## config.mk

```make
export PLATFORM = sky130hd
export DESIGN_NAME = bdod_cell
export DESIGN_NICKNAME = d
export VERILOG_FILES = /design/src/rtl/bounded_damerau_osa_distance_assert.svh /design/src/rtl/bdod_pkg.sv /design/src/rtl/bdod_cell.sv
export SDC_FILE = /design/constraint.sdc
export NUM_CORES = 1
export LEC_CHECK = 0
export BUFFER_PORTS_ARGS = -buffer_cell sky130_fd_sc_hd__buf_4
export CAP_MARGIN = 20
export CORE_MARGIN = 2
export CORE_UTILIZATION = 30
export DETAILED_ROUTE_END_ITERATION = 10
export HOLD_SLACK_MARGIN = 0.08
export SLEW_MARGIN = 20
export SYNTH_ARGS = -nofsm -noshare
export SYNTH_HDL_FRONTEND = slang
export SYNTH_SLANG_ARGS = --single-unit
export TNS_END_PERCENT = 5
```

## constraint.sdc

```tcl
create_clock -name aclk -period 10 [get_ports aclk]
set_clock_uncertainty 0.2 [all_clocks]
set_input_delay 2 -clock aclk [delete_from_list [all_inputs] [get_ports aclk]]
set_output_delay 2 -clock aclk [all_outputs]
set_load 0.01 [all_outputs]
```

## src/rtl/bounded_damerau_osa_distance_assert.svh

```systemverilog
// Assertion macros used by the bounded OSA distance top level.
// Each macro expects aclk and aresetn to be visible where it is used.
`ifndef BOUNDED_DAMERAU_OSA_DISTANCE_ASSERT_SVH
`define BOUNDED_DAMERAU_OSA_DISTANCE_ASSERT_SVH

// Consequent must hold in the same cycle as the antecedent.
`define BDOD_ASSERT_SAME(label, ante, cons, msg) \
    label: assert property (@(posedge aclk) disable iff (!aresetn) (ante) |-> (cons)) \
        else $error(msg);

// Consequent must hold in the cycle after the antecedent.
`define BDOD_ASSERT_NEXT(label, ante, cons, msg) \
    label: assert property (@(posedge aclk) disable iff (!aresetn) (ante) |=> (cons)) \
        else $error(msg);

`endif

```

## src/rtl/bdod_pkg.sv

```systemverilog
// Shared constants and types for the bounded OSA distance block.
// No dependencies; used by bdod_cell, the top level and the bench.
package bdod_pkg;

    localparam int MAX_LEN_DEF = 64;
    localparam int CHAR_W      = 8;
    localparam int DIST_W      = 7;
    localparam int CFG_W       = 8;

    localparam logic CMD_BASE  = 1'b0;
    localparam logic CMD_QUERY = 1'b1;

    // Broadcast control from the sequencer to every cell.
    typedef struct packed {
        logic init;   // load the first-row costs and clear the back row
        logic shift;  // move the text characters one cell along
    } cell_ctrl_t;

endpackage

```

## src/rtl/bdod_cell.sv

```systemverilog
// One column of the banded OSA table: holds a text character and the
// current and previous row entries of its column. Depends on bdod_pkg.
module bdod_cell #(
    parameter int MAX_LEN = bdod_pkg::MAX_LEN_DEF,
    parameter int IDX     = 0
) (
    input  logic                           aclk,
    input  logic                           aresetn,
    input  bdod_pkg::cell_ctrl_t           ctrl,
    input  logic [$clog2(MAX_LEN+1)-1:0]   lim,
    input  logic [bdod_pkg::CHAR_W-1:0]    t0_char,
    input  logic [bdod_pkg::CHAR_W-1:0]    ch_in,
    input  logic                           tok_v_in,
    input  logic [$clog2(MAX_LEN+1)-1:0]   tok_i_in,
    input  logic [bdod_pkg::CHAR_W-1:0]    tok_sc_in,
    input  logic [bdod_pkg::CHAR_W-1:0]    tok_ps_in,
    input  logic [$clog2(MAX_LEN+1)-1:0]   tok_js_in,
    input  logic [$clog2(MAX_LEN+1)-1:0]   tok_je_in,
    input  logic [$clog2(MAX_LEN+1)-1:0]   tok_chk_in,
    input  logic                           tok_last_in,
    input  logic                           tok_ovr_in,
    input  logic [$clog2(MAX_LEN+1):0]     tok_res_in,
    input  logic [$clog2(MAX_LEN+1):0]     cur_in,
    input  logic [$clog2(MAX_LEN+1):0]     left_in,
    input  logic [$clog2(MAX_LEN+1):0]     trans_in,
    output logic [bdod_pkg::CHAR_W-1:0]    ch_out,
    output logic                           tok_v_out,
    output logic [$clog2(MAX_LEN+1)-1:0]   tok_i_out,
    output logic [bdod_pkg::CHAR_W-1:0]    tok_sc_out,
    output logic [bdod_pkg::CHAR_W-1:0]    tok_ps_out,
    output logic [$clog2(MAX_LEN+1)-1:0]   tok_js_out,
    output logic [$clog2(MAX_LEN+1)-1:0]   tok_je_out,
    output logic [$clog2(MAX_LEN+1)-1:0]   tok_chk_out,
    output logic                           tok_last_out,
    output logic                           tok_ovr_out,
    output logic [$clog2(MAX_LEN+1):0]     tok_res_out,
    output logic [$clog2(MAX_LEN+1):0]     cur_out,
    output logic [$clog2(MAX_LEN+1):0]     left_out,
    output logic [$clog2(MAX_LEN+1):0]     trans_out
);

    localparam int LW = $clog2(MAX_LEN+1);
    localparam int CW = LW + 1;
    localparam logic [LW-1:0] JV = LW'(IDX);

    logic [bdod_pkg::CHAR_W-1:0] ch_reg;
    logic [CW-1:0] cost_reg, back_reg;
    logic          tok_v_reg;
    logic [LW-1:0] tok_i_reg, tok_js_reg, tok_je_reg, tok_chk_reg;
    logic [bdod_pkg::CHAR_W-1:0] tok_sc_reg, tok_ps_reg;
    logic          tok_last_reg, tok_ovr_reg;
    logic [CW-1:0] tok_res_reg, cur_reg, left_reg, trans_reg;

    logic          at_start, in_band, is_end;
    logic [CW-1:0] above, diag, trans, step, cost_new, cost_row;
    logic [CW-1:0] cost_next, back_next, res_next;
    logic [bdod_pkg::CHAR_W-1:0] prev_t;
    logic          ovr_next;

    always_comb begin
        at_start = (JV == tok_js_in);
        in_band  = tok_v_in && (JV >= tok_js_in) && (JV < tok_je_in);
        // The first column of a band restarts from the row index.
        above    = at_start ? CW'(tok_i_in) + CW'(1) : cur_in;
        diag     = at_start ? CW'(tok_i_in) : left_in;
        trans    = at_start ? '0 : trans_in;
        prev_t   = at_start ? t0_char : ch_in;

        step = diag;
        if (cost_reg < step) step = cost_reg;
        if (above < step) step = above;
        step = step + CW'(1);
        if ((tok_i_in != '0) && (JV != '0) && (tok_sc_in == prev_t) &&
            (tok_ps_in == ch_reg) && ((trans + CW'(1)) < step)) begin
            step = trans + CW'(1);
        end
        cost_new = (tok_sc_in == ch_reg) ? diag : step;
        cost_row = in_band ? cost_new : cost_reg;

        if (ctrl.init) begin
            cost_next = (JV < lim) ? CW'(IDX) + CW'(1) : CW'(lim) + CW'(1);
            back_next = '0;
        end else begin
            cost_next = cost_row;
            back_next = in_band ? diag : back_reg;
        end

        ovr_next = tok_ovr_in | (tok_v_in && (JV == tok_chk_in) && (cost_row > CW'(lim)));
        is_end   = tok_v_in && tok_last_in && (({1'b0, JV} + CW'(1)) == {1'b0, tok_je_in});
        res_next = is_end ? cost_new : tok_res_in;
    end

    always_ff @(posedge aclk) begin
        if (!aresetn) begin
            tok_v_reg <= 1'b0;
        end else begin
            tok_v_reg <= tok_v_in;
        end
    end

    always_ff @(posedge aclk) begin
        ch_reg       <= ctrl.shift ? ch_in : ch_reg;
        cost_reg     <= cost_next;
        back_reg     <= back_next;
        tok_i_reg    <= tok_i_in;
        tok_sc_reg   <= tok_sc_in;
        tok_ps_reg   <= tok_ps_in;
        tok_js_reg   <= tok_js_in;
        tok_je_reg   <= tok_je_in;
        tok_chk_reg  <= tok_chk_in;
        tok_last_reg <= tok_last_in;
        tok_ovr_reg  <= ovr_next;
        tok_res_reg  <= res_next;
        cur_reg      <= cost_row;
        left_reg     <= cost_reg;
        trans_reg    <= back_reg;
    end

    assign ch_out       = ch_reg;
    assign tok_v_out    = tok_v_reg;
    assign tok_i_out    = tok_i_reg;
    assign tok_sc_out   = tok_sc_reg;
    assign tok_ps_out   = tok_ps_reg;
    assign tok_js_out   = tok_js_reg;
    assign tok_je_out   = tok_je_reg;
    assign tok_chk_out  = tok_chk_reg;
    assign tok_last_out = tok_last_reg;
    assign tok_ovr_out  = tok_ovr_reg;
    assign tok_res_out  = tok_res_reg;
    assign cur_out      = cur_reg;
    assign left_out     = left_reg;
    assign trans_out    = trans_reg;

endmodule

```

==> impl_metrics.yaml, run 1 <==
status:
  status: "complete, no violations"
critical_path:
  critical_path.reg2reg.startpoint: "cost_reg[3]"
  endpoint_kind: "flop"
  startpoint: "tok_js_in[4]"
  worstSetupStartpointType: "input port"
  crit_path_top_delay_cell: "nor4_2"
  timing.critical_path.required_ps: 10030
  cp.depth: 30
  cp_top_family: "compound AO/OA/AOI/OAI gates"
  crit_type: "in2reg"
  crit_fanout: 14
  crit_path_max_incr_delay_ps: 480
  critPathArrivalTime_ps: 8910
  crit_path_frequent_cell: "ha_1"
  rr_worst_depth: 26
  path_buf_inv: 2
global_routing:
  grt_pass1_wl_um: 19300
  grt_overflow_total: 0
  grt_max_degree: 21
  antenna_found_initial: 0
  gr-usage-all-layers: 0.166
  grt_pass1_vias: 3931
floorplan:
  dieArea_um2: 15200
  die_h_um: 123
  die_x_um: 123
  start_util: 0.308
  ios: 193
  core_area_um2: 13900
  rows: 43
cts:
  clk_pin_slew_ps: 70
  ctsResizeCount: 0
  postCtsHoldBufs: 0
  clk_latency_ps: 350
  cts_setup_buffers: 0
  cts_made_buffers: 9
  cts_root_buf: "clkbuf_16"
  cts.sinks: 103
  htree_levels: 3
  cts_tree: "yes"
  clockBufferDepth: 2
layout:
  nFillCells: 1385
  finalNonFillerCells: 795
  fin_nets: 738
  area_growth_pct: 43.6
  diodes: 0
  utilization: 0.443
  layout-drive-gt1-share: 0.359
synth:
  ys_seq_elements: 103
  syn_inst: 427
  synth_area_leader_cell: "dfxtp_1"
  synth.cell_area_um2: 4280
  synth_top_area_share: 0.445
  syn_avg_cell_area_um2: 10.0
  synthArstFlopShare: 0
  synth_edf_count: 8
  ys.warnings.count: 0
  ys.flop_type: "dfxtp_1"
  synth_nets: 554
  synth.most_common_cell: "dfxtp_1"
  synth_cell_type_count: 56
  ys_top_cells_by_area: "dfxtp_1, ha_1, edfxtp_1"
  synth_common_cells: "dfxtp_1, nand2_1, nor2_1"
  ys_seq_area_frac: 0.501
timing:
  setup_violations: 0
  max_freq_mhz: 113
  min_period_ps: 8880
  post-route-period-util: 0.888
  holdWs_ps: 155
  fin_tns_setup_ps: 0
  fin_ws_ps: 1120
  slew_violations: 0
  hold_viol_final: 0
  rsz0062_at_grt: "false"
  tightestPinTransition_ps: 984
  slew_headroom: 0.342
min_path:
  min_from: "back_reg[1]"
  holdPathStages: 0
  holdCritPathClass: "reg2reg"
routing:
  drtIter0Drc: 187
  drc: 0
  route.final.wire_length_um: 12700
  ant_nets: 0
  firstDrtPassIters: 5
  routed_via_density: 4.85
  drt-wirelength-per-cell_um: 15.9
  vias: 3857
pwr:
  ir_drop_uv: 73.1
  p_comb_frac: 0.134
  clkPwrFrac: 0.382
  p_sw_mw: 0.224
  seqPwrFrac: 0.484
  intPower_mw: 0.681
  swShare: 0.248
  cellLeakagePower_nw: 2.81
  power_density_nw_per_um2: 147
place:
  hpwlAfterDp_um: 10100
  dp.cells: 780
  io_buffers: 176
  place_ws_ps: 830
  globalplace.congestion: 0.880
job:
  drv_cap: 0
## layout by cell type (no fill, tap or decap), drive strengths merged, types with 6 or more instances in the layout
cell / n
o21ai: 17
inv: 14
nor2: 29
a21oi: 13
a31oi: 11
clkbuf: 10
ha: 21
nand2b: 10
xor2: 18
nor4: 7
o211ai: 6
edfxtp: 8
nand2: 42
mux2: 11
nor3: 12
nand3: 18
dfxtp: 95
buf: 188
mux2i: 15
xnor2: 7
## worst register-to-register path: stages, from the launching register on
cell	delay [ps]
dfxtp_1	540
ha_1	320
a31oi_1	170
mux2i_1	120
a221oi_2	450
nand2_1	400
o21ai_0	280
ha_1	280
a21o_1	190
a21o_1	170
a211oi_1	370
o211ai_2	240
o211ai_1	170
o21ai_0	130
ha_1	290
nand2b_1	170
mux2_2	310
a31oi_1	250
ha_1	290
o21a_1	110
o21a_1	150
o21ai_0	140
nand2b_1	80
a211oi_1	280
nor3_1	80
nor2_1	90
o21ai_1	70
## logic make-up after synthesis
logic type,share of synthesized area
compound gates,0.125
xor+xnor,0.0512
fa+ha+maj,0.0638
buf+inv,0.0246
flops,0.501
mux,0.0641
simple gates,0.171
## metrics by stage
step           instance area [µm²]  power, mW
6_report                      6140      0.905
5_1_grt                       6140      0.947
4_1_cts                       6140      0.916
3_5_place_dp                  5850      0.569
3_3_place_gp                  5850      0.567
2_1_floorplan                 4280      0.496
## path summary, 6_finish.rpt
path,slack (ps),endpoint
max,1120,tok_ovr_out
min,150,trans_out[1]
max reg2reg,3550,tok_ovr_out
min reg2reg,150,trans_out[1]
## power groups by stage
stage / clock, mW / sequential (mW) / combinational [mW]
final: 0.346 / 0.438 / 0.122
after global routing: 0.375 / 0.439 / 0.133
after CTS: 0.356 / 0.438 / 0.123
after detailed placement: 0 / 0.447 / 0.122
after global placement: 0 / 0.447 / 0.120
after floorplan: 0 / 0.454 / 0.0415
## final cells by class
class                   count  area [µm²]  area share
repair buffers            188        1410       0.230
well taps                 180         225      0.0367
inverters                  12        45.0     0.00733
flip-flops and latches    103        2140       0.349
multi-input cells         297        2030       0.331
clock inverters             5        38.8     0.00631
clock buffers              10         250      0.0407
## metal layers
metal	GRT usage	vias to the layer above	wire [µm]	share of wire
met5	0	-	0	0
met4	0.0533	0	228	0.018
met3	0.0494	19	838	0.066
met2	0.288	137	6470	0.51
met1	0.194	1812	5140	0.41
li1	-	1889	-	-
(Power assumes the default switching activity.)
==> run 2: changes to the inputs <==
Settings changed: CORE_ASPECT_RATIO set to 1.2, REMOVE_ABC_BUFFERS set to 1.
==> impl_metrics.yaml, run 2 (synthesis results as in run 1) <==
global_routing:
  grt_pass1_wl_um: 19500
  gr-usage-all-layers: 0.163
  grt_max_degree: 21
  antenna_found_initial: 0
  grt_overflow_total: 0
  grt_pass1_vias: 3877
routing:
  drt-wirelength-per-cell_um: 15.9
  routed_via_density: 4.79
  route.final.wire_length_um: 12500
  drtIter0Drc: 177
  ant_nets: 0
  vias: 3764
  firstDrtPassIters: 7
  drc: 12
floorplan:
  die_x_um: 113
  core_area_um2: 13900
  start_util: 0.308
  ios: 193
  rows: 47
  dieArea_um2: 15200
  die_h_um: 135
critical_path:
  crit_path_max_incr_delay_ps: 530
  endpoint_kind: "flop"
  crit_path_top_delay_cell: "mux2i_1"
  critPathArrivalTime_ps: 9000
  worstSetupStartpointType: "input port"
  crit_fanout: 14
  crit_type: "in2reg"
  timing.critical_path.required_ps: 10030
pwr:
  power_density_nw_per_um2: 150
  cellLeakagePower_nw: 2.80
  total_power_mw: 0.922
  ir_drop_uv: 83.8
place:
  dp.cells: 769
  globalplace.congestion: 0.844
  io_buffers: 176
  place_area_um2: 5830
  hpwlAfterDp_um: 9970
cts:
  postCtsHoldBufs: 0
  cts_tree: "yes"
  cts_setup_buffers: 0
  cts_made_buffers: 9
  cts_root_buf: "clkbuf_16"
  ctsResizeCount: 0
  clk_latency_ps: 350
  cts.sinks: 103
  clockBufferDepth: 2
  htree_levels: 3
  clk_pin_slew_ps: 70
status:
  status: "finished with violations"
  failed_checks: "DRC"
timing:
  slew_headroom: 0.464
  max_freq_mhz: 112
  fin_tns_setup_ps: 0
  slew_violations: 0
  tightestPinTransition_ps: 796
  post-route-period-util: 0.897
  hold_viol_final: 0
  rsz0062_at_grt: "false"
  min_period_ps: 8970
  setup_violations: 0
layout:
  final_common_cell: "buf_4"
  finalNonFillerCells: 786
  fin_nets: 737
  area_growth_pct: 43.8
  layout-drive-gt1-share: 0.359
  final_cell_area_um2: 6150
  final_cell_mix: "buf_4, dfxtp_1, nand2_1"
  diodes: 0
min_path:
  holdCritPathClass: "reg2reg"
job:
  drv_cap: 0
run 2: cell types whose count changed in the layout (fill, tap and decap cells not counted), sizes merged:
cell      change
clkinv        -2
buf           -1
bufinv        +1
clkinvlp      +2
run 2: layout make-up:
type,instances,area [µm²]
fill,1390,7730
sequential,103,2140
multi-input combinational,297,2030
timing repair buffer,187,1400
clock buffer,10,239
tap,171,214
clock inverter,6,76.3
inverter,12,45.0
run 2: per-layer routing:
metal / wire length (µm) / global-route usage
met5: 0 / 0
met4: 129 / 0.0386
met3: 920 / 0.0480
met2: 6310 / 0.292
met1: 5160 / 0.190
run 2: final timing paths:
| kind | endpoint | depth (start not counted) | start | slack (ps) |
|---|---|---|---|---|
| hold / removal | trans_out[7] | 0 | back_reg[7] | 150 |
| hold reg to reg | trans_out[7] | 0 | back_reg[7] | 150 |
| setup reg to reg | tok_ovr_out | 29 | cost_reg[3] | 3540 |
| setup / recovery | tok_ovr_out | 33 | tok_js_in[4] | 1030 |
run 2: metrics by stage:
| stage | setup slack, ps | utilization | hold slack, ps |
|---|---|---|---|
| after floorplan | 1530 | - | 123 |
| after global placement | 804 | 0.420 | 134 |
| after detailed placement | 697 | 0.420 | 131 |
| after CTS | 1040 | 0.443 | 152 |
| after global routing | 435 | 0.443 | 158 |
| final | 1030 | 0.443 | 150 |
run 2: power breakdown:
group	switching, mW	total [mW]	internal, mW
Sequential	0.00630	0.438	0.431
Clock	0.160	0.365	0.205
Combinational	0.0558	0.119	0.0633
run 2: critical path: cells and delay by family:
kind | cells | cell delay (ps)
xor gates and xnor gates | 1 | 190
buffers and inverters | 1 | 120
muxes | 4 | 1080
and+or+nand+nor | 10 | 1980
AOI/OAI and AO/OA | 13 | 2370
adders and majority gates | 4 | 1270
==> run 3: changes to the inputs <==
Settings changed: CORE_ASPECT_RATIO 1.2 to 1.1, PLACE_DENSITY set to 0.51.
==> impl_metrics.yaml, run 3 (synthesis results as in run 1) <==
timing:
  setup_violations: 0
  post-route-period-util: 0.893
  tightestPinTransition_ps: 993
  max_freq_mhz: 112
  fin_ws_ps: 1070
  slew_headroom: 0.335
  hold_viol_final: 0
  slew_violations: 0
  rsz0062_at_grt: "false"
  holdWs_ps: 151
  fin_tns_setup_ps: 0
  min_period_ps: 8930
global_routing:
  grt_overflow_total: 0
  gr-usage-all-layers: 0.160
  antenna_found_initial: 0
  busiest_layer: "met2"
  grt_pass1_wl_um: 19200
  use_met2: 0.277
  grtUsageMet1: 0.188
  grt_max_degree: 21
  met3_usage: 0.0634
  grt_pass1_vias: 3793
floorplan:
  die_x_um: 118
  rows: 45
  dieArea_um2: 15200
  start_util: 0.309
  die_h_um: 129
  ios: 193
  core_area_um2: 13900
place:
  globalplace.congestion: 0.796
  io_buffers: 176
  place_area_um2: 5850
  dp.cells: 786
  hpwlAfterDp_um: 9810
  place_ws_ps: 736
cts:
  cts_made_buffers: 9
  cts_setup_buffers: 0
  cts_tree: "yes"
  htree_levels: 3
  ctsResizeCount: 0
  cts.sinks: 103
  cts_root_buf: "clkbuf_16"
  clk_pin_slew_ps: 70
  postCtsHoldBufs: 0
  clk_latency_ps: 360
  clockBufferDepth: 2
critical_path:
  crit_type: "in2reg"
  crit_fanout: 15
  crit_path_top_delay_cell: "or4_4"
  endpoint_kind: "flop"
  critPathArrivalTime_ps: 8970
  worstSetupStartpointType: "input port"
  crit_path_frequent_cell: "ha_1"
  timing.critical_path.required_ps: 10040
  rr_worst_depth: 26
  crit_path_max_incr_delay_ps: 580
layout:
  finalNonFillerCells: 802
  fin_nets: 736
  diodes: 0
  nFillCells: 1396
  layout-drive-gt1-share: 0.358
  area_growth_pct: 43.6
  utilization: 0.443
  final_cell_mix: "buf_4, dfxtp_1, nand2_1"
  final_common_cell: "buf_4"
  final_cell_area_um2: 6140
routing:
  route.final.wire_length_um: 12200
  vias: 3719
  routed_via_density: 4.64
  drc: 0
  ant_nets: 0
  drtIter0Drc: 117
  firstDrtPassIters: 4
  drt-wirelength-per-cell_um: 15.2
job:
  drv_cap: 0
pwr:
  seqPwrFrac: 0.488
  power_density_nw_per_um2: 146
  intPower_mw: 0.669
  p_sw_mw: 0.226
  cellLeakagePower_nw: 2.79
  swShare: 0.252
  ir_drop_uv: 87.1
  total_power_mw: 0.895
  clkPwrFrac: 0.378
  p_comb_frac: 0.134
status:
  status: "complete, no violations"
min_path:
  holdPathStages: 0
  holdCritPathClass: "reg2reg"
[run 3: cell types whose count changed in the layout (fill, tap and decap cells not counted), sizes merged]
cell,before,now
clkbuf,10,9
clkinvlp,2,1
inv,14,15
clkinv,1,3
bufinv,1,0
buf,187,186
[run 3: layer usage]
metal  share of wire  vias to the layer above
li1                -                     1894
met1            0.42                     1691
met2            0.49                      126
met3           0.074                        8
met4          0.0080                        0
met5               0                        -
[run 3: worst paths after layout]
path                                   start            to  slack (ps)
worst max-delay path            tok_js_in[4]   tok_ovr_out        1070
worst min-delay path             back_reg[7]  trans_out[7]         150
worst min register to register   back_reg[7]  trans_out[7]         150
worst max register to register   cost_reg[3]   tok_ovr_out        3390
[run 3: layout make-up]
cell class | instances | area [µm²] | area share
clock inverters | 7 | 66.3 | 0.0108
repair buffers | 186 | 1400 | 0.227
inverters | 12 | 45.0 | 0.00733
flip-flops and latches | 103 | 2140 | 0.349
clock buffers | 9 | 225 | 0.0367
well taps | 188 | 235 | 0.0383
multi-input cells | 297 | 2030 | 0.331
[run 3: critical path: cells and delay by family]
| kind | cells | cell delay, ps |
|---|---|---|
| AND/OR/NAND/NOR | 8 | 1860 |
| multiplexers | 2 | 600 |
| buffers and inverters | 2 | 310 |
| AO/OA/AOI/OAI | 14 | 3060 |
| adder cells (fa/ha/maj) | 4 | 1130 |
[run 3: power by group through the flow]
stage / sequential (mW) / combinational (mW) / clock (mW)
floorplan: 0.454 / 0.0401 / 0
global placement: 0.446 / 0.120 / 0
detailed placement: 0.447 / 0.121 / 0
CTS: 0.437 / 0.122 / 0.353
global route: 0.439 / 0.132 / 0.369
finish: 0.437 / 0.120 / 0.338
